File: src/hw/rtl/mvfa_pkg.sv
// shared types and constants of the master volume fader / attenuator
// no dependencies
package mvfa_pkg;

  typedef enum logic [2:0] {
    CMD_SET_VOLUME = 3'd0,
    CMD_FADE_OUT   = 3'd1,
    CMD_FADE_IN    = 3'd2,
    CMD_TICK       = 3'd3,
    CMD_ATTENUATE  = 3'd4
  } cmd_t;

  // signed two-bit fade direction codes
  localparam logic [1:0] DIR_IDLE = 2'b00;
  localparam logic [1:0] DIR_IN   = 2'b01;
  localparam logic [1:0] DIR_OUT  = 2'b11;

  localparam logic [3:0] VOL_MAX = 4'd15;
  localparam logic [3:0] VOL_MIN = 4'd0;

  // psg / scc volume registers
  localparam logic [7:0] PSG_VOL_FIRST = 8'hB8;
  localparam logic [7:0] PSG_VOL_LAST  = 8'hBA;
  localparam logic [7:0] SCC_VOL_FIRST = 8'hAA;
  localparam logic [7:0] SCC_VOL_LAST  = 8'hAE;
  // opll instrument / volume registers
  localparam logic [7:0] OPLL_VOL_FIRST  = 8'hF0;
  localparam logic [7:0] OPLL_VOL_LAST   = 8'hF8;
  localparam logic [7:0] OPLL_RHY_FIRST  = 8'hF7;

  typedef struct packed {
    logic [3:0] volume;
    logic [1:0] direction;
    logic       active;
    logic       mute;
    logic       apply;
  } fade_status_t;

endpackage

File: src/hw/rtl/mvfa_atten.sv
// register value attenuation for psg/scc and opll volume addresses
// depends on mvfa_pkg
module mvfa_atten
  import mvfa_pkg::*;
(
  input  logic [7:0] address,
  input  logic [7:0] value,
  input  logic       rhythm_mode,
  input  logic [3:0] volume,
  output logic [7:0] result
);

  logic [3:0] att;
  logic       is_psg;
  logic       is_opll;
  logic [3:0] lo_raised;
  logic [3:0] hi_raised;
  logic [4:0] lo_sum;
  logic [4:0] hi_sum;

  always_comb begin
    att    = VOL_MAX - volume;
    is_psg = ((address >= PSG_VOL_FIRST) && (address <= PSG_VOL_LAST)) ||
             ((address >= SCC_VOL_FIRST) && (address <= SCC_VOL_LAST));
    is_opll = (address >= OPLL_VOL_FIRST) && (address <= OPLL_VOL_LAST);

    // saturating nibble raise
    lo_sum    = {1'b0, value[3:0]} + {1'b0, att};
    hi_sum    = {1'b0, value[7:4]} + {1'b0, att};
    lo_raised = lo_sum[4] ? VOL_MAX : lo_sum[3:0];
    hi_raised = hi_sum[4] ? VOL_MAX : hi_sum[3:0];

    if (is_psg) begin
      if (value[7:4] != 4'd0) begin
        result = value; // hardware envelope passes
      end else if (value[3:0] > att) begin
        result = {4'd0, value[3:0] - att};
      end else begin
        result = 8'd0;
      end
    end else if (is_opll) begin
      if (rhythm_mode && (address >= OPLL_RHY_FIRST)) begin
        result = {hi_raised, lo_raised};
      end else begin
        result = {value[7:4], lo_raised};
      end
    end else begin
      result = value;
    end
  end

endmodule

File: src/hw/rtl/mvfa_fader.sv
// master volume and fade state, command decode and tick stepping
// depends on mvfa_pkg
module mvfa_fader
  import mvfa_pkg::*;
(
  input  logic         clk,
  input  logic         rst,
  input  logic         fire,
  input  cmd_t         cmd,
  input  logic [7:0]   value,
  output logic [3:0]   volume,
  output fade_status_t status
);

  logic [3:0] volume_next;
  logic [7:0] period;
  logic [7:0] period_next;
  logic [7:0] countdown;
  logic [7:0] countdown_next;
  logic [1:0] dir;
  logic [1:0] dir_next;
  logic       stepped;

  always_ff @(posedge clk) begin
    if (rst) begin
      volume    <= VOL_MAX;
      period    <= 8'd0;
      countdown <= 8'd0;
      dir       <= DIR_IDLE;
    end else if (fire) begin
      volume    <= volume_next;
      period    <= period_next;
      countdown <= countdown_next;
      dir       <= dir_next;
    end
  end

  always_comb begin
    volume_next    = volume;
    period_next    = period;
    countdown_next = countdown;
    dir_next       = dir;
    stepped        = 1'b0;
    status         = '0;

    unique case (cmd)
      CMD_SET_VOLUME: begin
        if (value[7:4] == 4'd0) begin
          volume_next = value[3:0];
        end
      end
      CMD_FADE_OUT: begin
        period_next    = value;
        countdown_next = value;
        dir_next       = DIR_OUT;
      end
      CMD_FADE_IN: begin
        period_next    = value;
        countdown_next = value;
        dir_next       = DIR_IN;
      end
      CMD_TICK: begin
        if (dir != DIR_IDLE) begin
          if (countdown != 8'd0) begin
            countdown_next = countdown - 8'd1;
            stepped        = 1'b1;
          end else begin
            countdown_next = period;
            if (((dir == DIR_IN) && (volume == VOL_MAX)) ||
                ((dir == DIR_OUT) && (volume == VOL_MIN))) begin
              dir_next = DIR_IDLE;
            end else begin
              volume_next = (dir == DIR_IN) ? volume + 4'd1 : volume - 4'd1;
              stepped     = 1'b1;
            end
          end
        end
        status.active = stepped;
        if (volume_next != VOL_MAX) begin
          if (!stepped && (volume_next == VOL_MIN)) begin
            status.mute = 1'b1;
          end else begin
            status.apply = 1'b1;
          end
        end
      end
      CMD_ATTENUATE: begin
      end
      default: begin
      end
    endcase

    status.volume    = volume_next;
    status.direction = dir_next;
  end

endmodule

File: src/hw/rtl/master_volume_fader_attenuator.sv
// top level of the master volume fader / attenuator
// depends on mvfa_pkg, mvfa_fader, mvfa_atten
//
// channel  signals                                         dir
// -------  ----------------------------------------------  ---
// in       in_valid, in_stall, command, address, value,    in
//          rhythm_mode
// out      out_valid, out_stall, out_value, master_volume, out
//          fade_direction, fade_active, mute_all,
//          apply_needed
//
// one word per cycle sustained while out_stall is low
// the path is input register -> fader update / attenuator -> result register
// state (volume, period, countdown, direction) updates as a word leaves the
// input register, so the next word already sees it
// synchronous active-high reset: volume 15, fader idle, both stages empty
// out_stall holds the result register; the input register keeps taking a
// word while the result register drains, and stalls only when both are full
module master_volume_fader_attenuator
  import mvfa_pkg::*;
(
  input  logic       clk,
  input  logic       rst,

  input  logic       in_valid,
  output logic       in_stall,
  input  logic [2:0] command,
  input  logic [7:0] address,
  input  logic [7:0] value,
  input  logic       rhythm_mode,

  output logic       out_valid,
  input  logic       out_stall,
  output logic [7:0] out_value,
  output logic [3:0] master_volume,
  output logic [1:0] fade_direction,
  output logic       fade_active,
  output logic       mute_all,
  output logic       apply_needed
);

  // input register
  logic       hold_valid;
  logic [2:0] hold_command;
  logic [7:0] hold_address;
  logic [7:0] hold_value;
  logic       hold_rhythm;

  // handshake between the two stages
  logic         advance;
  logic         in_take;
  cmd_t         cmd;
  logic [3:0]   volume;
  fade_status_t status;
  logic [7:0]   atten_value;

  // a word moves on when the result register is empty or being drained
  assign advance  = hold_valid && (!out_valid || !out_stall);
  assign in_stall = hold_valid && !advance;
  assign in_take  = in_valid && !in_stall;
  assign cmd      = cmd_t'(hold_command);

  always_ff @(posedge clk) begin
    if (rst) begin
      hold_valid <= 1'b0;
    end else if (in_take) begin
      hold_valid <= 1'b1;
    end else if (advance) begin
      hold_valid <= 1'b0;
    end
  end

  // payload needs no reset
  always_ff @(posedge clk) begin
    if (in_take) begin
      hold_command <= command;
      hold_address <= address;
      hold_value   <= value;
      hold_rhythm  <= rhythm_mode;
    end
  end

  // state and command decode; state moves only when the word advances
  mvfa_fader u_fader (
    .clk    (clk),
    .rst    (rst),
    .fire   (advance),
    .cmd    (cmd),
    .value  (hold_value),
    .volume (volume),
    .status (status)
  );

  // attenuation against the volume before this word (attenuate leaves it)
  mvfa_atten u_atten (
    .address     (hold_address),
    .value       (hold_value),
    .rhythm_mode (hold_rhythm),
    .volume      (volume),
    .result      (atten_value)
  );

  // result register
  always_ff @(posedge clk) begin
    if (rst) begin
      out_valid <= 1'b0;
    end else if (advance) begin
      out_valid <= 1'b1;
    end else if (!out_stall) begin
      out_valid <= 1'b0;
    end
  end

  always_ff @(posedge clk) begin
    if (advance) begin
      out_value      <= (cmd == CMD_ATTENUATE) ? atten_value : 8'd0;
      master_volume  <= status.volume;
      fade_direction <= status.direction;
      fade_active    <= status.active;
      mute_all       <= status.mute;
      apply_needed   <= status.apply;
    end
  end

endmodule

File: config.mk
export PLATFORM = sky130hd
export DESIGN_NAME = master_volume_fader_attenuator
export DESIGN_NICKNAME = d
export VERILOG_FILES = /design/src/hw/rtl/mvfa_pkg.sv /design/src/hw/rtl/mvfa_atten.sv /design/src/hw/rtl/mvfa_fader.sv /design/src/hw/rtl/master_volume_fader_attenuator.sv
export SDC_FILE = /design/constraint.sdc
export NUM_CORES = 1
export LEC_CHECK = 0
export BUFFER_PORTS_ARGS = -buffer_cell sky130_fd_sc_hd__buf_4
export CORE_UTILIZATION = 45
export CTS_CLUSTER_SIZE = 25
export DETAILED_ROUTE_END_ITERATION = 8
export PLACE_DENSITY = 0.76
export SLEW_MARGIN = 20
export SYNTH_ARGS = -nofsm -noshare
export SYNTH_HDL_FRONTEND = slang
export SYNTH_SLANG_ARGS = --single-unit
File: constraint.sdc
create_clock -name clk -period 6.05 [get_ports clk]
set_input_delay 0.3025 -clock clk [delete_from_list [all_inputs] [get_ports clk]]
set_output_delay 0.3025 -clock clk [all_outputs]
set_load 0.01 [all_outputs]
==> run_results.csv, run 1 <==
group,metric,value,unit
status,outcome,"completed",
timing,setup_slack,3.35,ns
pwr,vdd_drop_max,0.192,mV
global_route,track_usage,21.8,%
logic_synthesis,synth_warnings,0,
place,place_ws,3.38,ns
die,die_x,89.7,um
timing,setup_viol,0,
die,dieArea,8040,um2
finish,area_growth,17.3,%
finish,fin_nets,438,
setup_path,worstSetupEndpointType,"register",
logic_synthesis,synth_area,3460,um2
global_route,antenna_found_initial,0,
global_route,grt_first_pass_wirelength,12.9,mm
global_route,grt_max_degree,25,
clocking,h-tree-depth,3,
clocking,ctsResizeCount,0,
pwr,seq_power_share,46.7,%
routing,dr.pass1.iters,5,
setup_path,crit_required,6.28,ns
place,dpl.hpwl,5.59,mm
logic_synthesis,yosysSeqAreaShare,46.0,%
die,initial_core_util,47.2,%
logic_synthesis,ys_top_cells_by_area,"edfxtp_1 32%, dfxtp_1 14%, ha_1 5.8%, nor2_1 5.6%, mux2i_1 3.5%",
timing,setup_tns,0,ns
routing,first_iter_violations,198,
logic_synthesis,synth_cells,356,
logic_synthesis,yosysTopAreaCellShare,32.1,%
setup_path,arrival,2.93,ns
clocking,postCtsSetupBuffers,0,
pwr,power,0.00104,W
finish,final_util,55.3,%
logic_synthesis,synth_edf_count,37,
timing,hold_violations,0,
setup_path,critical_path_peak_fanout,23,
routing,dr_total_vias,2901,
clocking,clockBufferDepth,2,
logic_synthesis,ys_ff_latch,61,
finish,antenna_cells,0,
pwr,p_leak,1.61,nW
global_route,gr-total-overflow,0,
pwr,p_switching,0.000282,W
pwr,netSwitchingFraction,27.0,%
setup_path,start_kind,"register",
worst_hold_path,hold_path.class,"in -> reg",
clocking,clkLatencyLatePin,0.35,ns
clocking,cts_hold_buf,0,
logic_synthesis,avgSynthCellArea,9.71,um2
place,place_congestion,0.905,
timing,tightest_slew,0.935,ns
die,num_io_pins,43,
timing,relSlewSlack,37.5,%
die,die_y,89.7,um
routing,viasPerCell,5.83,
logic_synthesis,synth_nets,400,
logic_synthesis,yosysTopAreaCell,"edfxtp_1",
die,rows,31,
clocking,cts_tree,"built",
global_route,grt_pass1_vias,2757,
pwr,p_comb_share,14.6,%
logic_synthesis,synth_flop_cell,"edfxtp_1",
die,core_area,7330,um2
routing,wl_per_cell,15.8,um
clocking,numClockSinks,61,
timing,finalMaxSlewViolations,0,
timing,fin_crit_sh,44.6,%
routing,detail-route-antenna-nets,0,
pwr,internal-power,0.000762,W
finish,drive_above_1_share,16.0,%
clocking,cts.clk_slew.worst_paths,0.07,ns
clocking,cts-buffers-inserted,9,
routing,post-route-drc-count,0,
setup_path,path_class,"reg -> reg",
timing,clock_skew,0.0105,ns
pwr,power_density,257,nW/um2
timing,period_needed,2.70,ns
clocking,clockRootBuffer,"clkbuf_8",
timing,rsz0062_at_grt,"no",
logic_synthesis,async_reset_ff_share,0,%
job,maxCapViolCount,0,
timing,fmax,370,MHz
place,port_buffers,42,
pwr,clkPwrFrac,38.7,%
logic_synthesis,synth.distinct_cells,51,
routing,wl,7.88,mm
critical path, cell delays in order, from the launching register on:
cell and delay [ns]:
edfxtp_1 0.53, nand3b_1 0.77, nand2_1 0.28, o21ai_0 0.21, a22oi_1 0.27, o31ai_1 0.12
a221o_1 0.38
final timing paths:
kind | from | endpoint | slack, ns | depth (start not counted)
max | cmd[2] | u_fader.volume[1] | 3.35 | 6
min | value[4] | hold_value[4] | 0.12 | 1
min reg2reg | hold_valid | out_valid | 0.50 | 2
max reg2reg | cmd[2] | u_fader.volume[1] | 3.35 | 6
per-layer routing:
metal | vias to the layer above | GRT usage (%) | part of all wire (%)
met2 | 105 | 36.3 | 48
met3 | 14 | 5.30 | 5.5
met5 | - | 0 | 0
met4 | 0 | 10.5 | 1.8
met1 | 1388 | 26.4 | 45
li1 | 1394 | - | -
cell usage after synthesis (all sizes together) (2+ instances only):
cell type and instances:
o21bai 4, nor2 52, nand2b 3, ha 16, mux2i 12, a21oi 23
xnor2 8, nand3b 2, a211oi 13, edfxtp 37, o21ai 22, o211ai 3
or4 2, a311oi 6, nand3 5, a31oi 7, xor2 3, a21o 5
dfxtp 24, nand4 2, nor4 4, and4 2, fa 4, o31ai 4
o21a 2, clkbuf 14, and3 4, buf 2, or3 2, inv 19
a22oi 4, nand2 20, nor3 11
cell usage in the layout (no fill, tap or decap), types with 4 or more instances in the layout:
cell type / instances
nor2_1: 52
a21o_1: 5
a21oi_1: 23
inv_1: 19
nand2_1: 20
a211oi_1: 13
ha_1: 16
edfxtp_1: 37
a31oi_1: 7
mux2i_1: 12
a22oi_1: 4
clkbuf_8: 9
and3_1: 4
o21ai_0: 22
o21bai_1: 4
xnor2_1: 8
buf_4: 43
a311oi_1: 6
nand3_1: 5
nor3_1: 10
fa_1: 4
dfxtp_1: 24
per-stage QoR:
step	cell area (um2)	instances	hold WS, ns
finish	4060	498	0.125
floorplan	3460	356	0.375
CTS	4050	498	0.115
global placement	3830	482	0.476
global route	4060	498	0.111
detailed placement	3830	482	0.482
kinds of logic after synthesis:
logic type | after synthesis | synth area share (%)
fa+ha+maj | 20 | 8.11
mux | 13 | 3.80
flops | 61 | 46.0
compound gates | 103 | 19.4
xor+xnor | 11 | 2.79
simple gates | 113 | 15.6
buf+inv | 35 | 4.23
cell type report:
| cell class | count | area [um2] |
|---|---|---|
| fill | 633 | 3280 |
| multi-input combinational | 260 | 1720 |
| sequential | 61 | 1590 |
| timing repair buffer | 43 | 323 |
| clock buffer | 9 | 124 |
| tap | 99 | 124 |
| clock inverter | 7 | 97.6 |
| inverter | 19 | 71.3 |
state kept, by name (all words and copies together), names as in the netlist:
register / cells
hold_address: 8
hold_value: 8
out_value: 8
u_fader.countdown: 8
u_fader.period: 8
master_volume: 4
u_fader.volume: 4
cmd: 3
fade_direction: 2
u_fader.dir: 2
apply_needed: 1
fade_active: 1
hold_rhythm: 1
hold_valid: 1
mute_all: 1
out_valid: 1
power groups by stage:
stage	sequential [W]	clock [W]	combinational, W
finish	0.000488	0.000404	0.000153
global route	0.000490	0.000423	0.000170
CTS	0.000487	0.000410	0.000151
detailed placement	0.000496	0	0.000150
global placement	0.000495	0	0.000145
floorplan	0.000488	0	0.000110
Power figures use the tool's default switching activity.
==> run 2, diff against run 1 <==
--- a/config.mk
+++ b/config.mk
@@ -5,11 +5,12 @@
 export SDC_FILE = /design/constraint.sdc
 export NUM_CORES = 1
 export LEC_CHECK = 0
+export ABC_AREA = 1
 export BUFFER_PORTS_ARGS = -buffer_cell sky130_fd_sc_hd__buf_4
 export CORE_UTILIZATION = 45
 export CTS_CLUSTER_SIZE = 25
 export DETAILED_ROUTE_END_ITERATION = 8
-export PLACE_DENSITY = 0.76
+export PLACE_DENSITY = 0.79
 export SLEW_MARGIN = 20
 export SYNTH_ARGS = -nofsm -noshare
 export SYNTH_HDL_FRONTEND = slang
==> constraint.sdc (replaced) <==
create_clock -name clk -period 2.2 [get_ports clk]
set_input_delay 0.11 -clock clk [delete_from_list [all_inputs] [get_ports clk]]
set_output_delay 0.11 -clock clk [all_outputs]
set_load 0.01 [all_outputs]
==> run_results.csv, run 2 <==
group,metric,value,unit
die,die_y,89.5,um
logic_synthesis,yosysTopAreaCell,"edfxtp_1",
logic_synthesis,synth_nets,447,
timing,relSlewSlack,73.6,%
die,die_x,89.5,um
routing,post-route-drc-count,0,
finish,antenna_cells,0,
logic_synthesis,avgSynthCellArea,8.55,um2
routing,wl_per_cell,14.7,um
die,initial_core_util,47.0,%
logic_synthesis,synth_edf_count,37,
routing,detail-route-antenna-nets,0,
clocking,h-tree-depth,3,
setup_path,slowest_delay,0.37,ns
routing,wl,8.66,mm
logic_synthesis,ys_ff_latch,61,
pwr,vdd_drop_max,0.475,mV
worst_hold_path,hold_path.class,"in -> reg",
logic_synthesis,yosysSeqAreaShare,46.2,%
routing,dr.pass1.iters,5,
timing,setup_slack,0.147,ns
global_route,grt_pass1_vias,3032,
timing,fin_crit_sh,93.3,%
finish,final_cell_mix,"75 x nand2_1, 58 x buf_4, 47 x inv_1",
global_route,antenna_found_initial,0,
global_route,grt_max_degree,21,
timing,setup_viol,0,
die,num_io_pins,43,
clocking,cts_tree,"built",
finish,drive_above_1_share,20.2,%
global_route,gr-total-overflow,0,
logic_synthesis,ys_top_cells_by_count,"75 x nand2_1, 47 x inv_1, 42 x nor2_1, 40 x a21oi_1, 37 x edfxtp_1",
global_route,grt_first_pass_wirelength,13.7,mm
logic_synthesis,ys_top_cells_by_area,"edfxtp_1 32%, dfxtp_1 14%, nand2_1 8.2%, a21oi_1 5.8%, ha_1 5.8%",
timing,hold_violations,0,
pwr,power,0.00306,W
setup_path,timing.critical_path.mode_cell,"nand2_1",
die,dieArea,8010,um2
clocking,clockBufferDepth,2,
status,outcome,"completed",
setup_path,worst_path_dominant_cell_family,"simple AND/OR/NAND/NOR gates",
global_route,track_usage,23.6,%
logic_synthesis,yosysTopAreaCellShare,32.2,%
setup_path,worst-path-buf-inv,3,
clocking,cts-buffers-inserted,9,
setup_path,critical_path_peak_fanout,5,
routing,dr_total_vias,3124,
place,port_buffers,42,
setup_path,path_cells,"inv_1 > nor2_4 > inv_1 > ha_1 > a21oi_2 > nand2_1 > nand2_1 > nand2_1 > inv_1 > nand3_1 > nand2_1 > nand3_1 > nand2_1 > nor2_1",
finish,final_util,60.2,%
logic_synthesis,synth_area,3450,um2
timing,clock_skew,0.0128,ns
finish,seqCellArea,1590,um2
setup_path,r2r.worst_path.cells,14,
logic_synthesis,yosysMostFrequentCell,"nand2_1",
clocking,numClockSinks,61,
timing,setup_tns,0,ns
clocking,clockRootBuffer,"clkbuf_8",
finish,multi_input_area,1650,um2
timing,period_needed,2.05,ns
routing,first_iter_violations,287,
place,dpl.hpwl,6.12,mm
finish,nFillCells,642,
pwr,p_leak,1.94,nW
job,maxCapViolCount,0,
place,place_ws,0.130,ns
setup_path,worstSetupEndpointType,"register",
logic_synthesis,synth_warnings,0,
timing,fmax,487,MHz
setup_path,slowest_stage,"dfxtp_2",
logic_synthesis,synth_flop_cell,"edfxtp_1",
finish,fin_nets,529,
routing,viasPerCell,5.30,
timing,tightest_slew,0.394,ns
pwr,power_density,695,nW/um2
worst_hold_path,min_path_cells,2,
setup_path,critical_path_depth,14,
setup_path,path_class,"reg -> reg",
logic_synthesis,synth_cells,403,
setup_path,arrival,2.16,ns
timing,hold_slack,0.0272,ns
timing,rsz0062_at_grt,"no",
logic_synthesis,synth.distinct_cells,39,
setup_path,crit_required,2.31,ns
timing,finalMaxSlewViolations,0,
setup_path,start_kind,"register",
die,core_area,7330,um2
clocking,cts.clk_slew.worst_paths,0.07,ns
finish,area_growth,28.0,%
finish,layout_commonest_cell,"nand2_1",
clocking,clkLatencyLatePin,0.36,ns
die,rows,31,
place,place_congestion,0.928,
logic_synthesis,async_reset_ff_share,0,%
==> run 2: kinds of logic after synthesis <==
logic type,after synthesis,synth area share [%]
simple gates,158,20.7
fa+ha+maj,20,8.13
compound gates,97,15.8
xor+xnor,9,2.51
flops,61,46.2
buf+inv,58,6.64
==> run 2: area by class of cell <==
cell class              instances  share of cell area, %
inverters                      51                   4.45
clock inverters                 6                   2.01
clock buffers                  10                   2.89
flip-flops and latches         61                   36.1
repair buffers                 78                   14.4
multi-input cells             284                   37.3
well taps                      99                   2.81
==> run 2: through the flow <==
stage          area, um2  instances
2_1_floorplan       3450        403
3_5_place_dp        3970        552
5_1_grt             4410        589
6_report            4410        589
3_3_place_gp        3970        552
4_1_cts             4380        588
==> run 2: layer usage <==
metal	GRT usage (%)	vias up	part of all wire, %	wire length [um]
met2	39.8	130	48	4150
met5	0	-	0	0
met1	27.4	1435	41	3580
li1	-	1531	-	-
met3	6.09	28	7.5	650
met4	13.1	0	3.2	279
==> run 2: final timing paths <==
kind | startpoint | to | slack [ns]
worst min-delay path | rst | u_fader.dir[0] | 0.03
worst min register to register | u_fader.period[6] | u_fader.period[6] | 0.48
worst max register to register | u_fader.dir[0] | apply_needed | 0.15
worst max-delay path | u_fader.dir[0] | apply_needed | 0.15
==> run 2: repair_timing <==
item                       in CTS  in global routing
hold buffers                   20                  0
resized for setup               0                  5
setup buffers                   0                  1
setup endpoints to repair       0                  5
hold endpoints to repair       20                  0
==> run 2: worst reg2reg max path: cells and delay by family, from the launching register on <==
family / cells / cell delay, ns
and+or+nand+nor: 9 / 0.67
DFF: 1 / 0.37
adders and majority gates: 1 / 0.34
buffers and inverters: 3 / 0.25
AOI/OAI and AO/OA: 1 / 0.18
==> run 2: where the power goes <==
group | switching (W) | internal (W)
sequential | 0.0000424 | 0.00128
combinational | 0.000369 | 0.000253
clock | 0.000478 | 0.000638
total | 0.000889 | 0.00217
